File: src/hdl/lcd_number_text_formatter_top_macros.svh
// Assertion helpers used by the formatter top level.
`ifndef LCD_NUMBER_TEXT_FORMATTER_TOP_MACROS_SVH
`define LCD_NUMBER_TEXT_FORMATTER_TOP_MACROS_SVH

// Property checked only while out of reset.
`define LNF_ASSERT(lbl, prop, msg) \
    lbl: assert property (@(posedge aclk) disable iff (!aresetn) prop) else $error(msg);

// Property checked at every edge, reset included.
`define LNF_ASSERT_ALWAYS(lbl, prop, msg) \
    lbl: assert property (@(posedge aclk) prop) else $error(msg);

`endif

File: src/hdl/lnf_pkg.sv
`default_nettype none
package lnf_pkg;

    // request kinds
    localparam logic [2:0] CMD_CHAR = 3'd0;
    localparam logic [2:0] CMD_UDEC = 3'd1;
    localparam logic [2:0] CMD_SDEC = 3'd2;
    localparam logic [2:0] CMD_HEX  = 3'd3;
    localparam logic [2:0] CMD_BIN  = 3'd4;

    // digit radix of a queued job
    localparam logic [1:0] RADIX_DEC = 2'd0;
    localparam logic [1:0] RADIX_HEX = 2'd1;
    localparam logic [1:0] RADIX_BIN = 2'd2;

    // display bytes
    localparam logic [7:0] CURSOR_BASE = 8'h80;
    localparam logic [7:0] ROW2_OFFSET = 8'h40;
    localparam logic [7:0] CH_ZERO     = 8'h30;
    localparam logic [7:0] CH_UPPER_A  = 8'h41;
    localparam logic [7:0] CH_PLUS     = 8'h2B;
    localparam logic [7:0] CH_MINUS    = 8'h2D;

    // queue between front and back
    localparam int FIFO_DEPTH = 2;

    // one classified request
    typedef struct packed {
        logic [7:0]  cursor;   // cursor command byte
        logic        pre_en;   // char or sign beat follows the cursor
        logic [7:0]  pre_byte;
        logic [1:0]  radix;
        logic [4:0]  count;    // digits to write, saturated
        logic [19:0] digits;   // BCD for decimal, raw value otherwise
    } job_t;

    // digit value to uppercase ASCII
    function automatic logic [7:0] digit_char(input logic [3:0] d);
        logic [7:0] r;
        if (d < 4'd10) begin
            r = CH_ZERO + {4'b0, d};
        end else begin
            r = CH_UPPER_A + {4'b0, d} - 8'd10;
        end
        return r;
    endfunction

endpackage
`default_nettype wire

File: src/hdl/lnf_front.sv
`default_nettype none
module lnf_front #(
    parameter int MAX_DIGITS = 16
) (
    input  wire                 aclk,
    input  wire                 aresetn,
    input  wire                 s_tvalid,
    output logic                s_tready,
    input  wire  [39:0]         s_tdata,
    input  wire  [7:0]          s_tuser,
    output logic                push,
    output lnf_pkg::job_t       push_job,
    input  wire                 fifo_full
);
    localparam logic [4:0] MAX_CNT  = 5'(MAX_DIGITS);
    localparam logic [4:0] BIN_BITS = 5'd17;

    logic [2:0]  command;
    logic [1:0]  line;
    logic [5:0]  column;
    logic [15:0] value;
    logic [4:0]  digit_count;
    logic [7:0]  char_code;

    lnf_pkg::job_t job_in;
    logic [16:0]   mag;
    logic          is_dec;

    logic          busy_reg, busy_next;
    logic [4:0]    steps_reg, steps_next;
    lnf_pkg::job_t job_reg, job_next;
    logic [16:0]   bin_reg, bin_next;
    logic [19:0]   adj;

    // unpack the beat
    assign command     = s_tuser[2:0];
    assign line        = s_tdata[1:0];
    assign column      = s_tdata[7:2];
    assign value       = s_tdata[23:8];
    assign digit_count = s_tdata[28:24];
    assign char_code   = s_tdata[36:29];

    assign s_tready = !busy_reg;
    assign push     = busy_reg && (steps_reg == 5'd0) && !fifo_full;
    assign push_job = job_reg;

    // classify the request
    always_comb begin
        job_in.cursor = lnf_pkg::CURSOR_BASE |
            ({2'b0, column} + 8'hFF + ((line != 2'd1) ? lnf_pkg::ROW2_OFFSET : 8'h00));
        job_in.pre_en   = 1'b0;
        job_in.pre_byte = char_code;
        job_in.radix    = lnf_pkg::RADIX_DEC;
        job_in.count    = (digit_count > MAX_CNT) ? MAX_CNT : digit_count;
        job_in.digits   = {4'b0, value};
        mag             = {1'b0, value};
        is_dec          = 1'b0;
        unique case (command)
            lnf_pkg::CMD_CHAR: begin
                job_in.pre_en = 1'b1;
                job_in.count  = 5'd0;
            end
            lnf_pkg::CMD_UDEC: begin
                is_dec        = 1'b1;
                job_in.digits = 20'd0;
            end
            lnf_pkg::CMD_SDEC: begin
                is_dec          = 1'b1;
                job_in.digits   = 20'd0;
                job_in.pre_en   = 1'b1;
                job_in.pre_byte = value[15] ? lnf_pkg::CH_MINUS : lnf_pkg::CH_PLUS;
                mag             = value[15] ? (17'h10000 - {1'b0, value}) : {1'b0, value};
            end
            lnf_pkg::CMD_HEX: job_in.radix = lnf_pkg::RADIX_HEX;
            lnf_pkg::CMD_BIN: job_in.radix = lnf_pkg::RADIX_BIN;
            default: job_in.count = 5'd0;
        endcase
    end

    // double-dabble adjust of the BCD digits
    always_comb begin
        for (int i = 0; i < 5; i++) begin
            adj[i*4 +: 4] = (job_reg.digits[i*4 +: 4] >= 4'd5) ?
                            job_reg.digits[i*4 +: 4] + 4'd3 : job_reg.digits[i*4 +: 4];
        end
    end

    // request register and conversion sequencing
    always_comb begin
        busy_next  = busy_reg;
        steps_next = steps_reg;
        job_next   = job_reg;
        bin_next   = bin_reg;
        if (s_tvalid && s_tready) begin
            busy_next  = 1'b1;
            steps_next = is_dec ? BIN_BITS : 5'd0;
            job_next   = job_in;
            bin_next   = mag;
        end else if (busy_reg && steps_reg != 5'd0) begin
            steps_next      = steps_reg - 5'd1;
            job_next.digits = {adj[18:0], bin_reg[16]};
            bin_next        = {bin_reg[15:0], 1'b0};
        end else if (push) begin
            busy_next = 1'b0;
        end
    end

    always_ff @(posedge aclk) begin
        if (!aresetn) begin
            busy_reg  <= 1'b0;
            steps_reg <= 5'd0;
        end else begin
            busy_reg  <= busy_next;
            steps_reg <= steps_next;
        end
        job_reg <= job_next;
        bin_reg <= bin_next;
    end
endmodule
`default_nettype wire

File: src/hdl/lnf_fifo.sv
`default_nettype none
module lnf_fifo (
    input  wire            aclk,
    input  wire            aresetn,
    input  wire            push,
    input  lnf_pkg::job_t  push_job,
    output logic           full,
    input  wire            pop,
    output lnf_pkg::job_t  pop_job,
    output logic           empty
);
    localparam int D  = lnf_pkg::FIFO_DEPTH;
    localparam int PW = (D > 1) ? $clog2(D) : 1;
    localparam int CW = $clog2(D + 1);
    localparam logic [PW-1:0] LAST_PTR = PW'(D - 1);

    lnf_pkg::job_t   mem [D];
    logic [PW-1:0]   wptr_reg, rptr_reg;
    logic [CW-1:0]   cnt_reg;

    assign full    = (cnt_reg == CW'(D));
    assign empty   = (cnt_reg == '0);
    assign pop_job = mem[rptr_reg];

    // storage
    always_ff @(posedge aclk) begin
        if (push) begin
            mem[wptr_reg] <= push_job;
        end
    end

    // pointers and fill level
    always_ff @(posedge aclk) begin
        if (!aresetn) begin
            wptr_reg <= '0;
            rptr_reg <= '0;
            cnt_reg  <= '0;
        end else begin
            if (push) begin
                wptr_reg <= (wptr_reg == LAST_PTR) ? '0 : wptr_reg + PW'(1);
            end
            if (pop) begin
                rptr_reg <= (rptr_reg == LAST_PTR) ? '0 : rptr_reg + PW'(1);
            end
            if (push && !pop) begin
                cnt_reg <= cnt_reg + CW'(1);
            end else if (pop && !push) begin
                cnt_reg <= cnt_reg - CW'(1);
            end
        end
    end
endmodule
`default_nettype wire

File: src/hdl/lnf_back.sv
`default_nettype none
module lnf_back (
    input  wire            aclk,
    input  wire            aresetn,
    input  wire            fifo_empty,
    input  lnf_pkg::job_t  pop_job,
    output logic           pop,
    output logic           m_tvalid,
    input  wire            m_tready,
    output logic [7:0]     m_tdata,
    output logic [7:0]     m_tuser,
    output logic           m_tlast
);
    localparam logic [1:0] PH_CUR = 2'd0;
    localparam logic [1:0] PH_PRE = 2'd1;
    localparam logic [1:0] PH_DIG = 2'd2;

    lnf_pkg::job_t job_reg;
    logic          active_reg, active_next;
    logic [1:0]    phase_reg, phase_next;
    logic [3:0]    pos_reg, pos_next;
    logic          vld_reg;
    logic [7:0]    byte_reg;
    logic          rs_reg, last_reg;

    logic          slot_free;
    logic [7:0]    beat_byte;
    logic          beat_rs, beat_last;
    logic [3:0]    digit;
    logic [31:0]   dec_pad;
    logic [15:0]   raw_val;
    logic [3:0]    first_pos;

    assign slot_free = !vld_reg || m_tready;
    assign pop       = !active_reg && !fifo_empty;
    assign dec_pad   = {12'b0, job_reg.digits};
    assign raw_val   = job_reg.digits[15:0];
    assign first_pos = job_reg.count[3:0] - 4'd1;

    assign m_tvalid = vld_reg;
    assign m_tdata  = byte_reg;
    assign m_tuser  = {7'b0, rs_reg};
    assign m_tlast  = last_reg;

    // digit at the current position, zero above the value's width
    always_comb begin
        digit = 4'd0;
        unique case (job_reg.radix)
            lnf_pkg::RADIX_DEC: if (pos_reg < 4'd5) digit = dec_pad[pos_reg[2:0]*4 +: 4];
            lnf_pkg::RADIX_HEX: if (pos_reg < 4'd4) digit = raw_val[pos_reg[1:0]*4 +: 4];
            lnf_pkg::RADIX_BIN: digit = {3'b0, raw_val[pos_reg]};
            default:            digit = 4'd0;
        endcase
    end

    // beat for the current phase and where to go next
    always_comb begin
        beat_byte   = job_reg.cursor;
        beat_rs     = 1'b0;
        beat_last   = 1'b0;
        phase_next  = phase_reg;
        pos_next    = pos_reg;
        active_next = active_reg;
        unique case (phase_reg)
            PH_CUR: begin
                beat_last = !job_reg.pre_en && (job_reg.count == 5'd0);
                if (job_reg.pre_en) begin
                    phase_next = PH_PRE;
                end else begin
                    phase_next = PH_DIG;
                    pos_next   = first_pos;
                end
            end
            PH_PRE: begin
                beat_byte  = job_reg.pre_byte;
                beat_rs    = 1'b1;
                beat_last  = (job_reg.count == 5'd0);
                phase_next = PH_DIG;
                pos_next   = first_pos;
            end
            PH_DIG: begin
                beat_byte = lnf_pkg::digit_char(digit);
                beat_rs   = 1'b1;
                beat_last = (pos_reg == 4'd0);
                pos_next  = pos_reg - 4'd1;
            end
            default: begin
                beat_last = 1'b1;
            end
        endcase
        if (beat_last) begin
            active_next = 1'b0;
        end
    end

    // sequencer
    always_ff @(posedge aclk) begin
        if (!aresetn) begin
            active_reg <= 1'b0;
            phase_reg  <= PH_CUR;
            pos_reg    <= 4'd0;
        end else if (pop) begin
            active_reg <= 1'b1;
            phase_reg  <= PH_CUR;
        end else if (active_reg && slot_free) begin
            active_reg <= active_next;
            phase_reg  <= phase_next;
            pos_reg    <= pos_next;
        end
    end

    always_ff @(posedge aclk) begin
        if (pop) begin
            job_reg <= pop_job;
        end
    end

    // output register
    always_ff @(posedge aclk) begin
        if (!aresetn) begin
            vld_reg <= 1'b0;
        end else if (slot_free) begin
            vld_reg <= active_reg;
        end
        if (slot_free && active_reg) begin
            byte_reg <= beat_byte;
            rs_reg   <= beat_rs;
            last_reg <= beat_last;
        end
    end
endmodule
`default_nettype wire

File: src/hdl/lcd_number_text_formatter_top.sv
// Character display writer: turns one request into a run of display bus writes.
// Input s_*: one request per beat. s_tuser[2:0] is the mode (char, unsigned
// decimal, signed decimal, hex, binary); s_tdata carries line, column, value,
// digit count and character. Output m_*: one bus write per beat, m_tuser[0] is
// the register select (0 command, 1 data), m_tdata the byte, m_tlast closes the
// run of a request. Every run starts with the cursor command, then an optional
// character or sign beat, then up to MAX_DIGITS digits, most significant first.
// The front takes a request in one beat; decimal modes then pass through the
// bit-serial BCD converter before the job enters a two-entry queue. The back
// emits one write per cycle while m_tready allows and loads each job from the
// queue before its first write, so it cannot start a new request before the
// last write of the previous one. A stall on m_tready holds the output
// register. s_tready is low from each accept until the front hands the request
// to the queue; with two requests waiting in the queue the front keeps its
// request and s_tready stays low until the back frees a slot.
// Reset (aresetn low, synchronous) empties the queue and clears all handshakes.
`default_nettype none
`include "lcd_number_text_formatter_top_macros.svh"
module lcd_number_text_formatter_top #(
    parameter int MAX_DIGITS = 16
) (
    input  wire         aclk,
    input  wire         aresetn,
    input  wire         s_tvalid,
    output logic        s_tready,
    // line[1:0], column[7:2], value[23:8], digit_count[28:24], char_code[36:29]
    input  wire  [39:0] s_tdata,
    // command[2:0]
    input  wire  [7:0]  s_tuser,
    output logic        m_tvalid,
    input  wire         m_tready,
    // bus_byte[7:0]
    output logic [7:0]  m_tdata,
    // reg_select[0]
    output logic [7:0]  m_tuser,
    output logic        m_tlast
);
    logic          fifo_push, fifo_pop, fifo_full, fifo_empty;
    lnf_pkg::job_t push_job, pop_job;

    lnf_front #(
        .MAX_DIGITS (MAX_DIGITS)
    ) u_front (
        .aclk      (aclk),
        .aresetn   (aresetn),
        .s_tvalid  (s_tvalid),
        .s_tready  (s_tready),
        .s_tdata   (s_tdata),
        .s_tuser   (s_tuser),
        .push      (fifo_push),
        .push_job  (push_job),
        .fifo_full (fifo_full)
    );

    lnf_fifo u_fifo (
        .aclk     (aclk),
        .aresetn  (aresetn),
        .push     (fifo_push),
        .push_job (push_job),
        .full     (fifo_full),
        .pop      (fifo_pop),
        .pop_job  (pop_job),
        .empty    (fifo_empty)
    );

    lnf_back u_back (
        .aclk       (aclk),
        .aresetn    (aresetn),
        .fifo_empty (fifo_empty),
        .pop_job    (pop_job),
        .pop        (fifo_pop),
        .m_tvalid   (m_tvalid),
        .m_tready   (m_tready),
        .m_tdata    (m_tdata),
        .m_tuser    (m_tuser),
        .m_tlast    (m_tlast)
    );

    // checks
    `LNF_ASSERT_ALWAYS(a_reset_quiet, !aresetn |=> !m_tvalid, "output valid after reset")
    `LNF_ASSERT(a_no_overflow, !(fifo_push && fifo_full), "queue push while full")
    `LNF_ASSERT(a_no_underflow, !(fifo_pop && fifo_empty), "queue pop while empty")
endmodule
`default_nettype wire

File: config.mk
export PLATFORM = sky130hd
export DESIGN_NAME = lcd_number_text_formatter_top
export DESIGN_NICKNAME = d
export VERILOG_FILES = /design/src/hdl/lnf_pkg.sv /design/src/hdl/lnf_front.sv /design/src/hdl/lnf_fifo.sv /design/src/hdl/lnf_back.sv /design/src/hdl/lcd_number_text_formatter_top.sv
export VERILOG_INCLUDE_DIRS = /design/src /design/src/hdl
export SDC_FILE = /design/constraint.sdc
export NUM_CORES = 1
export LEC_CHECK = 0
export BUFFER_PORTS_ARGS = -buffer_cell sky130_fd_sc_hd__clkbuf_2
export CAP_MARGIN = 30
export CORE_MARGIN = 1.5
export CORE_UTILIZATION = 43
export CTS_BUF_LIST = sky130_fd_sc_hd__clkbuf_2 sky130_fd_sc_hd__clkbuf_4 sky130_fd_sc_hd__clkbuf_8
export CTS_CLUSTER_DIAMETER = 80
export CTS_CLUSTER_SIZE = 25
export DETAILED_ROUTE_END_ITERATION = 10
export GPL_TIMING_DRIVEN = 0
export PLACE_DENSITY = 0.62
export SLEW_MARGIN = 40
export SYNTH_ARGS = -nofsm -noshare
export SYNTH_HDL_FRONTEND = slang
export SYNTH_SLANG_ARGS = --single-unit
File: constraint.sdc
create_clock -name aclk -period 6.8 [get_ports aclk]
set_clock_uncertainty 0.15 [all_clocks]
set_input_delay 0.34 -clock aclk [delete_from_list [all_inputs] [get_ports aclk]]
set_output_delay 0.34 -clock aclk [all_outputs]
set_load 0.005 [all_outputs]
Word level (Yosys, flattened, before mapping)
Memory sizes are Yosys's and may differ from the RTL's. A register that Yosys moved wholly into a read port is not among the register bits.
Cells that the tools add are included.
{"block": "classes", "addsub": 18, "order_cmp": 10, "n_eq_ne": 12, "shift": 2, "mux": 47, "n_bitwise": 3, "reduce_logical": 43}
{"operator": "17-bit two-way mux", "count": 4}
{"operator": "20-bit two-way mux", "count": 2}
{"operator": "32-bit by 6-bit indexed part select with 4-bit output", "count": 1}
{"operator": "4-bit two-way mux", "count": 7}
{"operator": "4-bit case mux with 3 select lines", "count": 2}
{"operator": "4-bit by 3-bit >= comparator with 1-bit output (second input constant)", "count": 5}
{"operator": "5-bit two-way mux", "count": 4}
{"operator": "17-bit by 16-bit subtractor with 17-bit output (first input constant)", "count": 1}
{"operator": "4-bit by 2-bit adder with 4-bit output (second input constant)", "count": 4}
{"operator": "16-bit two-way mux", "count": 1}
{"operator": "8-bit two-way mux", "count": 2}
{"operator": "8-bit case mux with 2 select lines", "count": 1}
{"operator": "16-bit by 5-bit indexed part select with 4-bit output", "count": 1}
{"operator": "1-bit two-way mux", "count": 14}
{"operator": "2-bit nonzero test", "count": 6}
{"operator": "5-bit zero test", "count": 2}
{"operator": "2-bit OR reduction", "count": 5}
{"operator": "1-bit logical AND", "count": 9}
{"operator": "7-bit by 4-bit adder with 8-bit output (first input constant)", "count": 1}
{"operator": "1-bit zero test", "count": 8}
{"operator": "4-bit by 3-bit less-than comparator with 1-bit output (second input constant)", "count": 2}
{"operator": "2-bit case mux with 2 select lines", "count": 2}
{"operator": "4-bit by 1-bit subtractor with 4-bit output (second input constant)", "count": 2}
{"operator": "8-bit by 4-bit subtractor with 8-bit output (second input constant)", "count": 1}
{"operator": "33 further kinds", "count": 48}
{"block": "word_totals", "ff_bits": 96, "ram_bits": 86, "input_bits": 52, "output_inout_bits": 19, "word_cells": 157, "mem_count": 1}
{"name": "u_fifo.mem", "depth": 2, "width": 43, "rd": 1, "rd_clocked_by_memory_dff": 1, "write_ports": 1, "line_no": "lnf_fifo.sv:17", "rtl": "lnf_pkg::job_t mem [D];"}

Depth between registers and ports, before layout
{"block": "depth", "ltp_word": 7, "ltp_mapped": 8, "mapped_depth_nobuf": 8}

Modules after synthesis
A second synthesis with hierarchy kept.
{"block": "hier_totals", "cells_unflattened": 682, "hier_area_um2": 9765.6}
{"module": "lnf_front", "n_inst": 1, "cells_per_inst": 334, "area_per_inst_um2": 3562.2, "seq_area_each_um2": 1921.8}
{"module": "lnf_fifo", "n_inst": 1, "cells_per_inst": 159, "area_per_inst_um2": 3392.0, "seq_area_each_um2": 2742.6}
{"module": "lnf_back", "n_inst": 1, "cells_per_inst": 189, "area_per_inst_um2": 2811.4, "seq_area_each_um2": 1781.7}

Worst setup path after synthesis
No wires, ideal clock.
{"block": "synth_timing", "path_type": "register -> register", "from": "register u_front.steps_reg[0]", "to": "memory u_fifo.mem[0][0] in the netlist's numbering (enable)", "setup_ps": 553, "arrival_ps": 4876, "required_time_ps": 6097, "slack_ps": 1221, "stages_incl_launch_ff": 5, "path_buffers": 0, "synth_period_minus_slack_ps": 5579, "path_cell_list": "dfxtp_1 -> inv_1 -> ha_1 -> nand3_1 -> nor4_1"}
{"block": "synth_via", "elab_chain_cells": 5}
{"item": "start, declared", "line_no": "lnf_front.sv:30", "rtl": "logic [4:0] steps_reg, steps_next;"}
{"item": "start signal, assigned", "line_no": "lnf_front.sv:114", "rtl": "steps_reg <= steps_next;"}
{"item": "5-bit zero test", "line_no": "lnf_front.sv:44", "rtl": "assign push = busy_reg && (steps_reg == 5'd0) && !fifo_full;"}
{"item": "1-bit logical AND (2 in a row)", "line_no": "lnf_front.sv:44"}
{"item": "1-bit two-way mux", "line_no": "lnf_fifo.sv:27", "rtl": "if (push) begin"}
{"item": "1-bit two-way mux (implied by the code)", "line_no": "lnf_fifo.sv:28", "rtl": "mem[wptr_reg] <= push_job;"}
{"item": "end, declared", "line_no": "lnf_fifo.sv:17"}
Every way passes these cells.

Worst setup path in the final report
{"block": "layout_timing", "from": "register u_front.steps_reg[0]", "to": "memory u_fifo.mem[0][25] in the netlist's numbering (enable)"}
Same word-level chain as after synthesis.

==> summary.md <==
| Metric | Value |
|---|---|
| Hold Path Class | `input pin to flip-flop` |
| CP endpoint kind | `flip-flop` |
| Max reg flops | `86` |
| Max cap viols | `0` |
| Most frequent cell on the critical path | `buf_2` |
| Worst R2R End | `u_fifo.mem[0][25]` |
| Num ports | `71` |
| Nets | `859` |
| Power Density | `351 nW/um^2` |
| Clk_lat worst skew | `0.52 ns` |
| Dominant synthesized flop cell | `edfxtp_1` |
| Fraction of registers with async set/reset | `0%` |
| Post-synthesis sequential area ratio | `67.1%` |
| Core Rows | `54` |
| Fillers | `1,848` |
| Hold path depth | `3` |
| Final min period | `2.55 ns` |
| Hold Path End | `u_front.push_job[42]` |
| Worst EP required | `6.88 ns` |
| Cts bufs inserted | `13` |
| Starting Density | `43.6%` |
| Critical Path Stages | `10` |
| CP bufs+invs | `7` |
| Hold Crit Start | `s_tdata[1]` |
| Final period util | `37.5%` |
| Final setup violation count | `0` |
| Die Area | `22,900 sq um` |
| Finished Layout Cells | `1,073` |
| Yosys warns | `0` |
| Netlist Area Pre-Place | `9450 sq um` |
| Achievable Freq | `393 MHz` |
| Final ANT Viol Nets | `0` |
| Area Overhead vs Synth | `13.3%` |
| CTS max path bufs | `3` |
| Placeable Area | `21,700 sq um` |
| Root Buffer Master | `clkbuf_8` |
| Final Hold Fails | `0` |
| Leakage power | `3.79 nW` |
| CP Class | `flip-flop to flip-flop` |
| GRT Util Overall | `15.5%` |
| Post-route DRC | `0` |
| TritonCTS clock tree | `built` |
| CTS clk-pin slew, worst paths | `0.14 ns` |
| Reg-to-reg setup timing slack | `4.25 ns` |
| CP Cell Sequence | `inv_1 -> ha_1 -> nand3_1 -> nor4_2 -> buf_2 -> buf_4 -> buf_2 -> buf_2 -> buf_2 -> buf_2` |
| Crit path DAT | `2.62 ns` |
| Worst setup margin | `4.25 ns` |
| Largest delay share family, worst path | `buffers and inverters` |
| Crit start category | `flip-flop` |
| DRT iter0 DRCs | `434` |
| Vias | `5,520` |
| Antenna Cells | `0` |
| I/O Buffers | `55` |
| Placed cells | `1,032` |
| Vias in the first global route | `5,361` |
| Slowest stage delay, CP | `0.37 ns` |
| Worst reg2reg path startpoint | `u_front.steps_reg[0]` |
| Horiz. Die Dim | `151 microns` |
| Fin. max-slew vios | `0` |
| Slowest-stage cell, CP | `dfxtp_1` |
| EDFF count, synth | `199` |
| Grt ovf | `0` |
| RSZ-0062 raised after global routing | `no` |
| Final RePlAce weighted congestion | `0.881` |
| Place WS | `4.26 ns` |
| Post-CTS Resized | `0` |
| First-pass DRT Iterations | `5` |
| H-tree depth | `1` |
| Via density per instance | `5.14` |
| Worst reg-to-reg path cell count | `10` |
| Maximum fanout along the worst path | `6` |
| Final WL | `17.3 mm` |
| First-pass GRT wire length | `27.3 mm` |
| Max IR drop VDD | `154 uV` |
| Clock sink count | `217` |
| Die H | `151 microns` |
| Yosys reg bits | `217` |
| Slew margin rel. | `57.2%` |
| Least-Margin Pin Slew | `0.640 ns` |
| Cell count after synthesis | `678` |
| Dpl hpwl | `12.4 mm` |
| Syn_area_per_cell | `13.9 sq um` |
| Synth unique cells | `54` |
| Initial antenna violation count | `0` |
| Outcome | `finished, final reports clean` |
| Pin count of the biggest net entering global routing | `45` |
| Layout cell share with drive strength beyond 1 | `20.7%` |
| Wire per inst | `16.1 microns` |
| Hold_ws | `0.0421 ns` |
## kinds of logic after synthesis
family	share of synthesized area, %
flip-flops	67.1
AND/OR/NAND/NOR	8.99
AO/OA/AOI/OAI	7.87
multiplexers	7.59
buffers and inverters	2.95
XOR/XNOR	2.97
adder cells (fa/ha/maj)	2.52
other	0.0397
## where the power goes
part	switching, mW	internal (mW)
Sequential	0.149	1.89
Combinational	0.628	0.462
Clock	0.401	0.230
Total	1.18	2.58
## cell usage after synthesis, types with 15 or more instances
cell type / count / share of area [%]
nand2_1: 54 / 2.1
clkbuf_1: 15 / 0.60
inv_1: 29 / 1.2
mux2_2: 43 / 5.1
ha_1: 19 / 2.5
dfxtp_1: 18 / 3.8
edfxtp_1: 199 / 63
o21ai_0: 33 / 1.7
nor2_1: 45 / 1.8
xnor2_1: 23 / 2.1
a21oi_1: 31 / 1.6
## layout by cell type (no fill, tap or decap), types with 5 or more instances in the layout
cell	synthesis	final
a21boi_0	5	5
a21oi_1	31	31
a31oi_1	6	6
and2_1	12	11
buf_2	4	13
buf_4	9	11
clkbuf_1	15	14
clkbuf_2	0	56
clkbuf_8	0	13
conb_1	1	7
dfxtp_1	18	18
dlygate4sd3_1	0	21
edfxtp_1	199	199
ha_1	19	19
inv_1	29	28
mux2_2	43	43
mux2i_1	12	12
mux4_2	5	5
nand2_1	54	53
nand2b_1	12	12
nand3_1	8	8
nor2_1	45	45
nor2b_1	9	9
nor3_1	7	7
nor3b_1	7	7
o21ai_0	33	33
o22ai_1	12	12
xnor2_1	23	23
xor2_1	9	9
## what timing repair did
item                      4_1_cts  5_1_grt
hold buffers                   21        0
setup buffers                   0        0
hold endpoints to repair       25        0
## per-layer routing
layer,track usage (%),share of wire [%],vias up
met5,0,0,-
met4,4.71,2.5,0
met3,2.29,4.2,29
met2,25.5,46,138
met1,21.2,47,2655
li1,-,-,2698
## final cells by class
type                            count  area (sq um)  share of cell area [%]
Inverter                           29           111                    1.04
Clock buffer                       13           179                    1.67
Sequential cell                   217          6340                    59.2
Tap cell                          280           350                    3.27
Timing Repair Buffer               89           601                    5.61
Multi-Input combinational cell    407          2880                    26.9
Clock inverter                      7          75.1                   0.702
Buffer                             31           171                    1.60
## metrics by stage
step                area [sq um]  utilization (%)  setup TNS [ns]  power (mW)
detailed placement         10200             47.2               0        3.16
global placement           10100             46.5          -59.54        3.11
global route               10700             49.3               0        3.98
CTS                        10700             49.3               0        3.80
floorplan                   9470                -               0        2.82
finish                     10700             49.3               0        3.76
## worst reg2reg max path: stages (launching register included)
cell	delay, ns
dfxtp_1	0.37
inv_1	0.07
ha_1	0.20
nand3_1	0.15
nor4_2	0.22
buf_2	0.21
buf_4	0.17
buf_2	0.16
buf_2	0.18
buf_2	0.19
buf_2	0.19
## worst max-delay path by stage
| stage | startpoint | to | slack [ns] |
|---|---|---|---|
| floorplan | u_front.steps_reg[0] | u_fifo.mem[0][0] | 1.22 |
| global placement | u_front.steps_reg[0] | u_fifo.mem[0][25] | -1.36 |
| detailed placement | u_front.steps_reg[0] | u_fifo.mem[0][25] | 4.26 |
| CTS | u_front.steps_reg[0] | u_fifo.mem[0][25] | 4.21 |
| global route | u_front.steps_reg[0] | u_fifo.mem[0][25] | 4.07 |
| finish | u_front.steps_reg[0] | u_fifo.mem[0][25] | 4.25 |
Power figures use the tool's default switching activity.
